`config.mk`:
```
export PLATFORM = sky130hd
export DESIGN_NAME = lztd_ctrl
export DESIGN_NICKNAME = d
export VERILOG_FILES = /design/src/hdl/lztd_pkg.sv /design/src/hdl/lztd_ctrl.sv
export SDC_FILE = /design/constraint.sdc
export NUM_CORES = 1
export LEC_CHECK = 0
export BUFFER_PORTS_ARGS = -buffer_cell sky130_fd_sc_hd__buf_2
export CAP_MARGIN = 5
export CORE_MARGIN = 1
export CORE_UTILIZATION = 60
export DETAILED_ROUTE_END_ITERATION = 8
export PLACE_DENSITY = 0.86
export REMOVE_ABC_BUFFERS = 1
export SETUP_SLACK_MARGIN = 0.5
export SLEW_MARGIN = 15
export SYNTH_ARGS = -nofsm -noshare
export SYNTH_HDL_FRONTEND = slang
export SYNTH_SLANG_ARGS = --single-unit
```
`constraint.sdc`:
```
create_clock -name clk -period 5.9 [get_ports clk]
set_clock_uncertainty 0.15 [all_clocks]
set_input_delay 0.59 -clock clk [delete_from_list [all_inputs] [get_ports clk]]
set_output_delay 0.59 -clock clk [all_outputs]
set_load 0.01 [all_outputs]
```
`src/hdl/lztd_pkg.sv`:
```
// ----------------------------------------------------------------------------
// lztd_pkg
// Shared types and defaults for the lz77 token decompressor.
// ----------------------------------------------------------------------------
package lztd_pkg;

  localparam int HISTORY_DEPTH_DEF = 4096;
  localparam int MAX_MATCH_DEF     = 63;

  localparam int DATA_W = 8;
  localparam int DIST_W = 16;
  localparam int LEN_W  = 8;

  typedef enum logic [2:0] {
    S_IDLE,
    S_CHECK,
    S_COPY,
    S_TAIL,
    S_ERR
  } state_t;

  // one result beat from the sequencer to the output register
  typedef struct packed {
    logic              vld;
    logic [DATA_W-1:0] data;
    logic              last;
    logic              err;
  } emit_t;

endpackage

```
`src/hdl/lztd_ctrl.sv`:
```
// ----------------------------------------------------------------------------
// lztd_ctrl
// Token sequencer: checks a token, walks the copy pointer through history
// RAM one byte a cycle while the slot is free, appends every produced byte.
// ----------------------------------------------------------------------------
module lztd_ctrl #(
  parameter int HISTORY_DEPTH = lztd_pkg::HISTORY_DEPTH_DEF,
  parameter int MAX_MATCH     = lztd_pkg::MAX_MATCH_DEF,
  localparam int AW           = $clog2(HISTORY_DEPTH),
  localparam int CW           = $clog2(HISTORY_DEPTH + 1)
) (
  input  logic                        clk,
  input  logic                        rst_n,
  input  logic                        in_valid,
  output logic                        in_ready,
  input  logic                        in_new_stream,
  input  logic                        in_is_match,
  input  logic [lztd_pkg::DIST_W-1:0] in_distance,
  input  logic [lztd_pkg::LEN_W-1:0]  in_match_len,
  input  logic [lztd_pkg::DATA_W-1:0] in_next_byte,
  input  logic                        slot_free,
  output lztd_pkg::emit_t             emit,
  output logic                        ram_we,
  output logic [AW-1:0]               ram_waddr,
  output logic [lztd_pkg::DATA_W-1:0] ram_wdata,
  output logic [AW-1:0]               ram_raddr,
  input  logic [lztd_pkg::DATA_W-1:0] ram_rdata
);

  localparam int SW = 18;
  localparam logic [SW-1:0] DEPTH_S = SW'(HISTORY_DEPTH);
  localparam logic [CW-1:0] DEPTH_C = CW'(HISTORY_DEPTH);
  localparam logic [AW-1:0] LAST_A  = AW'(HISTORY_DEPTH - 1);
  localparam logic [lztd_pkg::LEN_W-1:0] MAX_L = lztd_pkg::LEN_W'(MAX_MATCH);

  lztd_pkg::state_t state_r, state_nxt;

  logic                        ns_r, ns_nxt;
  logic                        ism_r, ism_nxt;
  logic [lztd_pkg::DIST_W-1:0] dist_r, dist_nxt;
  logic [lztd_pkg::LEN_W-1:0]  len_r, len_nxt;
  logic [lztd_pkg::DATA_W-1:0] nb_r, nb_nxt;
  logic [AW-1:0]               wp_r, wp_nxt;
  logic [CW-1:0]               cnt_r, cnt_nxt;
  logic                        err_r, err_nxt;
  logic [AW-1:0]               rp_r, rp_nxt;
  logic                        byp_r, byp_nxt;
  logic [lztd_pkg::DATA_W-1:0] byp_data_r, byp_data_nxt;

  logic [AW-1:0]               wp_eff;
  logic [CW-1:0]               cnt_eff;
  logic                        err_eff;
  logic                        bad;
  logic                        err_new;
  logic [SW-1:0]               rp_sum;
  logic [AW-1:0]               rp_start;
  logic [AW-1:0]               rp_inc;
  logic [AW-1:0]               wp_inc;
  logic                        consume;
  logic [lztd_pkg::DATA_W-1:0] copy_byte;

  // token check and copy start address
  always_comb begin
    wp_eff   = ns_r ? '0 : wp_r;
    cnt_eff  = ns_r ? '0 : cnt_r;
    err_eff  = ns_r ? 1'b0 : err_r;
    bad      = ism_r && ((dist_r == '0) || (SW'(dist_r) > SW'(cnt_eff)) || (len_r > MAX_L));
    err_new  = err_eff || bad;
    rp_sum   = SW'(wp_eff) + DEPTH_S - SW'(dist_r);
    rp_start = (rp_sum >= DEPTH_S) ? AW'(rp_sum - DEPTH_S) : AW'(rp_sum);
    rp_inc   = (rp_r == LAST_A) ? '0 : rp_r + AW'(1);
    wp_inc   = (wp_r == LAST_A) ? '0 : wp_r + AW'(1);
  end

  // next state
  always_comb begin
    state_nxt = state_r;
    case (state_r)
      lztd_pkg::S_IDLE: begin
        if (in_valid) begin
          state_nxt = lztd_pkg::S_CHECK;
        end
      end
      lztd_pkg::S_CHECK: begin
        if (err_new) begin
          state_nxt = lztd_pkg::S_ERR;
        end else if (ism_r && (len_r != '0)) begin
          state_nxt = lztd_pkg::S_COPY;
        end else begin
          state_nxt = lztd_pkg::S_TAIL;
        end
      end
      lztd_pkg::S_COPY: begin
        if (slot_free && (len_r == lztd_pkg::LEN_W'(1))) begin
          state_nxt = lztd_pkg::S_TAIL;
        end
      end
      lztd_pkg::S_TAIL: begin
        if (slot_free) begin
          state_nxt = lztd_pkg::S_IDLE;
        end
      end
      lztd_pkg::S_ERR: begin
        if (slot_free) begin
          state_nxt = lztd_pkg::S_IDLE;
        end
      end
      default: state_nxt = lztd_pkg::S_IDLE;
    endcase
  end

  // outputs
  always_comb begin
    in_ready  = 1'b0;
    consume   = 1'b0;
    copy_byte = byp_r ? byp_data_r : ram_rdata;
    emit      = '0;
    ram_raddr = rp_r;
    case (state_r)
      lztd_pkg::S_IDLE: begin
        in_ready = 1'b1;
      end
      lztd_pkg::S_CHECK: begin
        ram_raddr = rp_start;
      end
      lztd_pkg::S_COPY: begin
        consume   = slot_free;
        emit.data = copy_byte;
        if (slot_free) begin
          ram_raddr = rp_inc;
        end
      end
      lztd_pkg::S_TAIL: begin
        consume   = slot_free;
        emit.data = nb_r;
        emit.last = 1'b1;
      end
      lztd_pkg::S_ERR: begin
        consume   = slot_free;
        emit.last = 1'b1;
        emit.err  = 1'b1;
      end
      default: begin
        in_ready = 1'b0;
      end
    endcase
    emit.vld  = consume;
    ram_we    = consume && (state_r != lztd_pkg::S_ERR);
    ram_waddr = wp_r;
    ram_wdata = emit.data;
  end

  // datapath next values
  always_comb begin
    ns_nxt       = ns_r;
    ism_nxt      = ism_r;
    dist_nxt     = dist_r;
    len_nxt      = len_r;
    nb_nxt       = nb_r;
    wp_nxt       = wp_r;
    cnt_nxt      = cnt_r;
    err_nxt      = err_r;
    rp_nxt       = rp_r;
    byp_nxt      = 1'b0;
    byp_data_nxt = copy_byte;
    if ((state_r == lztd_pkg::S_IDLE) && in_valid) begin
      ns_nxt   = in_new_stream;
      ism_nxt  = in_is_match;
      dist_nxt = in_distance;
      len_nxt  = in_match_len;
      nb_nxt   = in_next_byte;
    end
    if (state_r == lztd_pkg::S_CHECK) begin
      wp_nxt  = wp_eff;
      cnt_nxt = cnt_eff;
      err_nxt = err_new;
      rp_nxt  = rp_start;
    end
    if ((state_r == lztd_pkg::S_COPY) && consume) begin
      // read of the byte being written this cycle comes from the bypass
      byp_nxt = (rp_inc == wp_r);
      rp_nxt  = rp_inc;
      len_nxt = len_r - lztd_pkg::LEN_W'(1);
    end
    if (ram_we) begin
      wp_nxt  = wp_inc;
      cnt_nxt = (cnt_r == DEPTH_C) ? cnt_r : cnt_r + CW'(1);
    end
  end

  always_ff @(posedge clk) begin
    if (!rst_n) begin
      state_r <= lztd_pkg::S_IDLE;
      wp_r    <= '0;
      cnt_r   <= '0;
      err_r   <= 1'b0;
      byp_r   <= 1'b0;
    end else begin
      state_r <= state_nxt;
      wp_r    <= wp_nxt;
      cnt_r   <= cnt_nxt;
      err_r   <= err_nxt;
      byp_r   <= byp_nxt;
    end
  end

  always_ff @(posedge clk) begin
    ns_r       <= ns_nxt;
    ism_r      <= ism_nxt;
    dist_r     <= dist_nxt;
    len_r      <= len_nxt;
    nb_r       <= nb_nxt;
    rp_r       <= rp_nxt;
    byp_data_r <= byp_data_nxt;
  end

  a_emit_needs_slot: assert property (@(posedge clk) disable iff (!rst_n)
    emit.vld |-> slot_free) else $error("result emitted into a full output register");

  a_write_only_good: assert property (@(posedge clk) disable iff (!rst_n)
    ram_we |-> (emit.vld && !emit.err)) else $error("history written without a good result");

  a_count_bound: assert property (@(posedge clk) disable iff (!rst_n)
    cnt_r <= DEPTH_C) else $error("produced count above history depth");

  a_copy_from_check: assert property (@(posedge clk) disable iff (!rst_n)
    $rose(state_r == lztd_pkg::S_COPY) |-> ($past(state_r) == lztd_pkg::S_CHECK) && !err_r)
    else $error("copy entered without a passing check");

endmodule

```
# Yosys cells after proc, flatten, opt, wreduce, memory -nomap -nowiden
# Cells that the tools add are included.
[totals]
ff_bits = 84
in_bits = 46
word_cells = 85
[classes]
n_addsub = 7
n_lt_le_gt_ge = 3
eq_ne = 14
n_mux = 29
n_reduce_logical = 20
[op_table]
columns = ["operator", "count"]
rows = [
  ["two-way mux 12 bit", 9],
  ["two-way mux 13 bit", 4],
  ["adder 12 x 1 -> 12 bit, second input constant", 2],
  ["equality test 12 bit, second input constant", 2],
  ["two-way mux 8 bit", 3],
  ["one-hot mux 12 bit (2 select lines)", 1],
  [">= comparator 18 x 13 -> 1 bit, second input constant", 1],
  ["subtractor 14 x 16 -> 17 bit", 1],
  ["greater-than comparator 16 x 13 -> 1 bit", 1],
  ["zero test 16 bit", 1],
  ["one-hot mux 8 bit (2 select lines)", 1],
  ["adder 12 x 13 -> 14 bit, second input constant", 1],
  ["adder 13 x 1 -> 13 bit, second input constant", 1],
  ["equality test 13 bit, second input constant", 1],
  ["equality test 12 bit", 1],
  ["two-way mux 3 bit", 4],
  ["one-hot mux 3 bit (4 select lines)", 1],
  ["subtractor 12 x 1 -> 12 bit, second input constant", 1],
  ["equality test 8 x 1 -> 1 bit, second input constant", 1],
  ["greater-than comparator 8 x 6 -> 1 bit, second input constant", 1],
  ["nonzero test 8 bit", 1],
  ["subtractor 8 x 1 -> 8 bit, second input constant", 1],
  ["equality test 3 x 2 -> 1 bit, second input constant", 2],
  ["logical AND 1 bit", 6],
  ["13 further kinds", 25],
]

# Longest topological paths before layout
[depth]
ltp_word = 8
mapped_depth = 12

# Least setup slack after synthesis
# No wires, ideal clock.
[synth_timing]
path_type = "register to register"
startpoint = "register state_r[2]"
endpoint = "register len_r[0] in the netlist's numbering (enable)"
setup_time_ps = 314
t_arrival_ps = 2961
setup_slack_ps = 2475
stages_incl_launch_ff = 5
synth_period_minus_slack_ps = 3425
path_cell_list = "dfxtp_1 -> clkbuf_1 -> nand2b_1 -> nor3_1 -> or2_2"
[synth_between]
elab_chain_cells = 5
[synth_rtl]
columns = ["element", "line", "rtl"]
rows = [
  ["from (decl)", "lztd_ctrl.sv:36", "lztd_pkg::state_t state_r, state_nxt;"],
  ["from (signal assigned)", "lztd_ctrl.sv:193", "state_r <= lztd_pkg::S_IDLE;"],
  ["from (signal assigned)", "lztd_ctrl.sv:199", "state_r <= state_nxt;"],
  ["equality test 3 x 2 -> 1 bit (tied with other cells)", "lztd_ctrl.sv:119, lztd_ctrl.sv:179", ""],
  ["OR reduction 3 bit (no source line)", "-", ""],
  ["two-way mux 1 bit", "lztd_ctrl.sv:119", "case (state_r)"],
  ["logical AND 1 bit", "lztd_ctrl.sv:179", "if ((state_r == lztd_pkg::S_COPY) && consume) begin"],
  ["nonzero test 2 bit (no source line) *", "-", ""],
  ["to (signal assigned)", "lztd_ctrl.sv:211", "len_r <= len_nxt;"],
  ["to (decl)", "lztd_ctrl.sv:41", "logic [lztd_pkg::LEN_W-1:0] len_r, len_nxt;"],
]
# Mark *: on every way between the ends. The rest lies on a longest branch, timed or not.
# A chain may end at the register's enable or synchronous reset.

# Worst setup path after layout
[layout_timing]
startpoint = "register ns_r"
endpoint = "output ram_raddr[10]"
[layout_between]
elab_chain_cells = 6
[layout_rtl]
columns = ["element", "line", "rtl"]
rows = [
  ["from (decl)", "lztd_ctrl.sv:38", "logic ns_r, ns_nxt;"],
  ["from (signal assigned)", "lztd_ctrl.sv:208", "ns_r <= ns_nxt;"],
  ["two-way mux 12 bit *", "lztd_ctrl.sv:64", "wp_eff = ns_r ? '0 : wp_r;"],
  ["adder 12 x 13 -> 14 bit *", "lztd_ctrl.sv:69", "rp_sum = SW'(wp_eff) + DEPTH_S - SW'(dist_r);"],
  ["subtractor 14 x 16 -> 17 bit *", "lztd_ctrl.sv:69", ""],
  [">= comparator 18 x 13 -> 1 bit / subtractor 12 x 1 -> 12 bit (equally long branches)", "lztd_ctrl.sv:70", "rp_start = (rp_sum >= DEPTH_S) ? AW'(rp_sum - DEPTH_S) : AW'(rp_sum);"],
  ["two-way mux 12 bit *", "lztd_ctrl.sv:70", ""],
  ["one-hot mux 12 bit (2 select lines) *", "lztd_ctrl.sv:119", ""],
  ["to (decl)", "lztd_ctrl.sv:26", "output logic [AW-1:0] ram_raddr,"],
]
# Marked as above.

==> results.sh <==
export IMPL_vias=5408
export IMPL_maxCapViolations=0
export IMPL_cts_tree="built"
export IMPL_nNetsFinal=810
export IMPL_hp_class="primary input to register"
export IMPL_min_from="in_new_stream"
export IMPL_clkTransAtPathRegs_ns=0.09
export IMPL_tns_ns=0
export IMPL_setup_viol=0
export IMPL_cp_max_fo=31
export IMPL_clock_path_buffers=2
export IMPL_area_growth_pct=9.62
export IMPL_synth_compound_area_frac=0.171
export IMPL_yosysTopAreaCell="edfxtp_1"
export IMPL_coreArea_um2=9330
export IMPL_max_slew_margin=0.336
export IMPL_use_met2=0.507
export IMPL_port_buffers=90
export IMPL_drc=0
export IMPL_drtIter0Drc=468
export IMPL_wire_per_inst_um=17.3
export IMPL_ir_worst_vdd_mv=0.179
export IMPL_synthMuxAreaShare=0.0242
export IMPL_p_switching_uw=950
export IMPL_powerDensity_nw_per_um2=347
export IMPL_synth_top_cell_area_share=0.236
export IMPL_synth_edff_count=46
export IMPL_drt_total_wl_um=15000
export IMPL_criticalPathCategory="register to output port"
export IMPL_pwr_share_clk=0.178
export IMPL_numCtsBuffers=9
export IMPL_drv_slew=0
export IMPL_synth_area_per_cell_um2=8.63
export IMPL_grt_overflow=0
export IMPL_reg2reg_from="ns_r$_DFFE_PP_"
export IMPL_grt_setup_unrepaired="false"
export IMPL_finalHoldViolations=0
export IMPL_cp_start_kind="register"
export IMPL_rrSetupSlack_ns=2.58
export IMPL_yosysWarnings=0
export IMPL_htree_levels=3
export IMPL_clk_latency_ns=0.37
export IMPL_synth_seq_cells=84
export IMPL_fillCellCount=739
export IMPL_vias_per_cell=6.24
export IMPL_worst_slew_pin_transition_ns=0.985
export IMPL_swShare=0.427
export IMPL_cts_root_buf="clkbuf_8"
export IMPL_firstDrtPassIters=5
export IMPL_grt_max_degree=32
export IMPL_post_synth_inst_count=678
export IMPL_initial_core_util=0.627
export IMPL_yosys_top_cells_area="edfxtp_1 24%, dfxtp_1 13%, ha_1 6.6%"
export IMPL_post_cts_resized=0
export IMPL_cp_arrival_ns=3.56
export IMPL_die_h_um=101
export IMPL_ys_seq_area_frac=0.366
export IMPL_multiInputGateArea_um2=3350
export IMPL_place_detailed_hpwl_um=11100
export IMPL_register_area_um2=2140
export IMPL_gp_congestion=0.985
export IMPL_ios=91
export IMPL_synth_main_ff_cell="edfxtp_1"
export IMPL_whs_path_depth=1
export IMPL_grt_antenna_before_repair=0
export IMPL_timing_final_ws_setup_ns=1.60
export IMPL_synth_distinct_cells=73
export IMPL_fin_crit_sh=0.730
export IMPL_grt_usage=0.308
export IMPL_syn_cell_area_um2=5850
export IMPL_synth_top_family_by_area="simple AND/OR/NAND/NOR gates"
export IMPL_outcome="finished, final reports clean"
export IMPL_die_x_um=101
export IMPL_final_util=0.688
export IMPL_die_area_um2=10200
export IMPL_clock_sinks=84
export IMPL_cts_hold_buf=0
export IMPL_timing_fmax_mhz=232
export IMPL_diodes=0
export IMPL_drive_gt1_frac=0.189
export IMPL_grt_pass1_vias=5166
export IMPL_yosys_area_share_adder=0.0697
export IMPL_grt_pass1_wl_um=24300
export IMPL_reg2reg_to="rp_r[10]$_DFFE_PP_"
export IMPL_use_met3=0.0395
export IMPL_leakage_nw=2.57
export IMPL_combPwrFrac=0.411
export IMPL_preCtsSetupSlack_ns=2.06
export IMPL_internal_power_mw=1.28
export IMPL_grt_busiest_layer="met2"
export IMPL_worst_r2r_path_depth=10
export IMPL_post_cts_buffers=0
export IMPL_synth_xor_area_frac=0.0539
export IMPL_crit_required_ns=5.16
export IMPL_setup_worst_path_start="ns_r$_DFFE_PP_"
export IMPL_drtAntennaViolNets=0
export IMPL_rows=35
export IMPL_synth_simple_gate_area_frac=0.253
export IMPL_min_to="ns_r$_DFFE_PP_"
export IMPL_end_kind="output port"
export IMPL_p_seq_frac=0.411
export IMPL_finalCriticalPeriod_ns=4.30
export IMPL_async_flop_share=0
export IMPL_met1_usage=0.395
[critical path, cell delays in order (launching register included)]
cell	delay, ns
edfxtp_1	0.93
nand2b_1	0.20
ha_1	0.17
inv_1	0.06
fa_1	0.40
a21o_1	0.19
a211oi_1	0.23
o21bai_1	0.17
a211oi_1	0.35
a31oi_1	0.08
o211ai_1	0.23
buf_2	0.18
[power groups by stage]
stage	Combinational (mW)	Sequential, mW	Clock [mW]
after CTS	0.903	0.908	0.400
after detailed placement	0.896	0.922	0
after global routing	1.00	0.930	0.427
final	0.916	0.914	0.396
after floorplan	0.626	0.878	0
after global placement	0.873	0.916	0
[registers in the layout, indices dropped and copies added, names as in the netlist, 3 cells and up]
name,cells
len_r,8
rp_r,12
dist_r,16
cnt_r,13
nb_r,8
byp_data_r,8
ram_waddr,12
state_r,3
[cells in the final DEF, fill, tap and decap left out, types with 7 or more instances in the layout]
master / instances
a211oi_1: 9
a21oi_1: 50
a31oi_1: 10
and3_1: 10
buf_2: 90
clkbuf_8: 9
dfxtp_1: 38
edfxtp_1: 46
ha_1: 31
inv_1: 29
mux2_2: 9
nand2_1: 68
nand2b_1: 24
nand3_1: 22
nand4_1: 8
nor2_1: 47
nor2b_1: 16
nor3_1: 20
nor4_1: 8
o211ai_1: 7
o21ai_0: 43
or3_1: 7
xnor2_1: 24
xor2_1: 12
[metrics by stage]
step / cell area, um2 / hold WS [ns] / power, mW / instances
floorplan: 5600 / 0.295 / 1.50 / 629
finish: 6410 / 0.235 / 2.23 / 866
CTS: 6410 / 0.231 / 2.21 / 866
global route: 6410 / 0.218 / 2.36 / 866
detailed placement: 6230 / 0.311 / 1.82 / 850
global placement: 6230 / 0.305 / 1.79 / 850
[metal layers]
metal,vias to the layer above,wire length [um]
met3,39,1270
li1,2561,-
met1,2512,6120
met2,296,7180
met4,0,455
met5,-,0
[cell families after synthesis]
group | after synthesis
flip-flops | 84
buffers and inverters | 79
adder cells (fa/ha/maj) | 32
AND/OR/NAND/NOR | 272
XOR/XNOR | 36
AO/OA/AOI/OAI | 162
multiplexers | 13
[layout make-up]
type / instances / share of cell area
Tap cell: 129 / 0.0252
Inverter: 30 / 0.0176
Multi-Input combinational cell: 515 / 0.522
Clock buffer: 10 / 0.0199
Timing Repair Buffer: 92 / 0.0726
Sequential cell: 84 / 0.334
Clock inverter: 6 / 0.00858
[worst max-delay path by stage]
stage | cells after the start | slack (ns) | end
floorplan | 3 | 2.49 | len_r[0]$_DFFE_PP_
global placement | 11 | 2.18 | ram_raddr[10]
detailed placement | 11 | 2.06 | ram_raddr[10]
CTS | 11 | 1.65 | ram_raddr[10]
global route | 11 | 1.37 | ram_raddr[10]
finish | 11 | 1.60 | ram_raddr[10]
[cell usage after synthesis, types with 5 or more instances]
library cell,n
nand2_1,68
a21oi_1,50
nor2_1,47
edfxtp_1,46
o21ai_0,43
dfxtp_1,38
ha_1,31
inv_1,29
nand2b_1,24
xnor2_1,24
clkbuf_1,23
nand3_1,22
nor3_1,21
nor2b_1,16
buf_4,15
xor2_1,12
a31oi_1,10
and3_1,10
a211oi_1,9
mux2_2,9
nand4_1,8
nor4_1,8
buf_2,7
o211ai_1,7
or3_1,7
a21o_1,5
o21a_1,5
o22ai_1,5
or2_2,5
(Power assumes the default switching activity.)
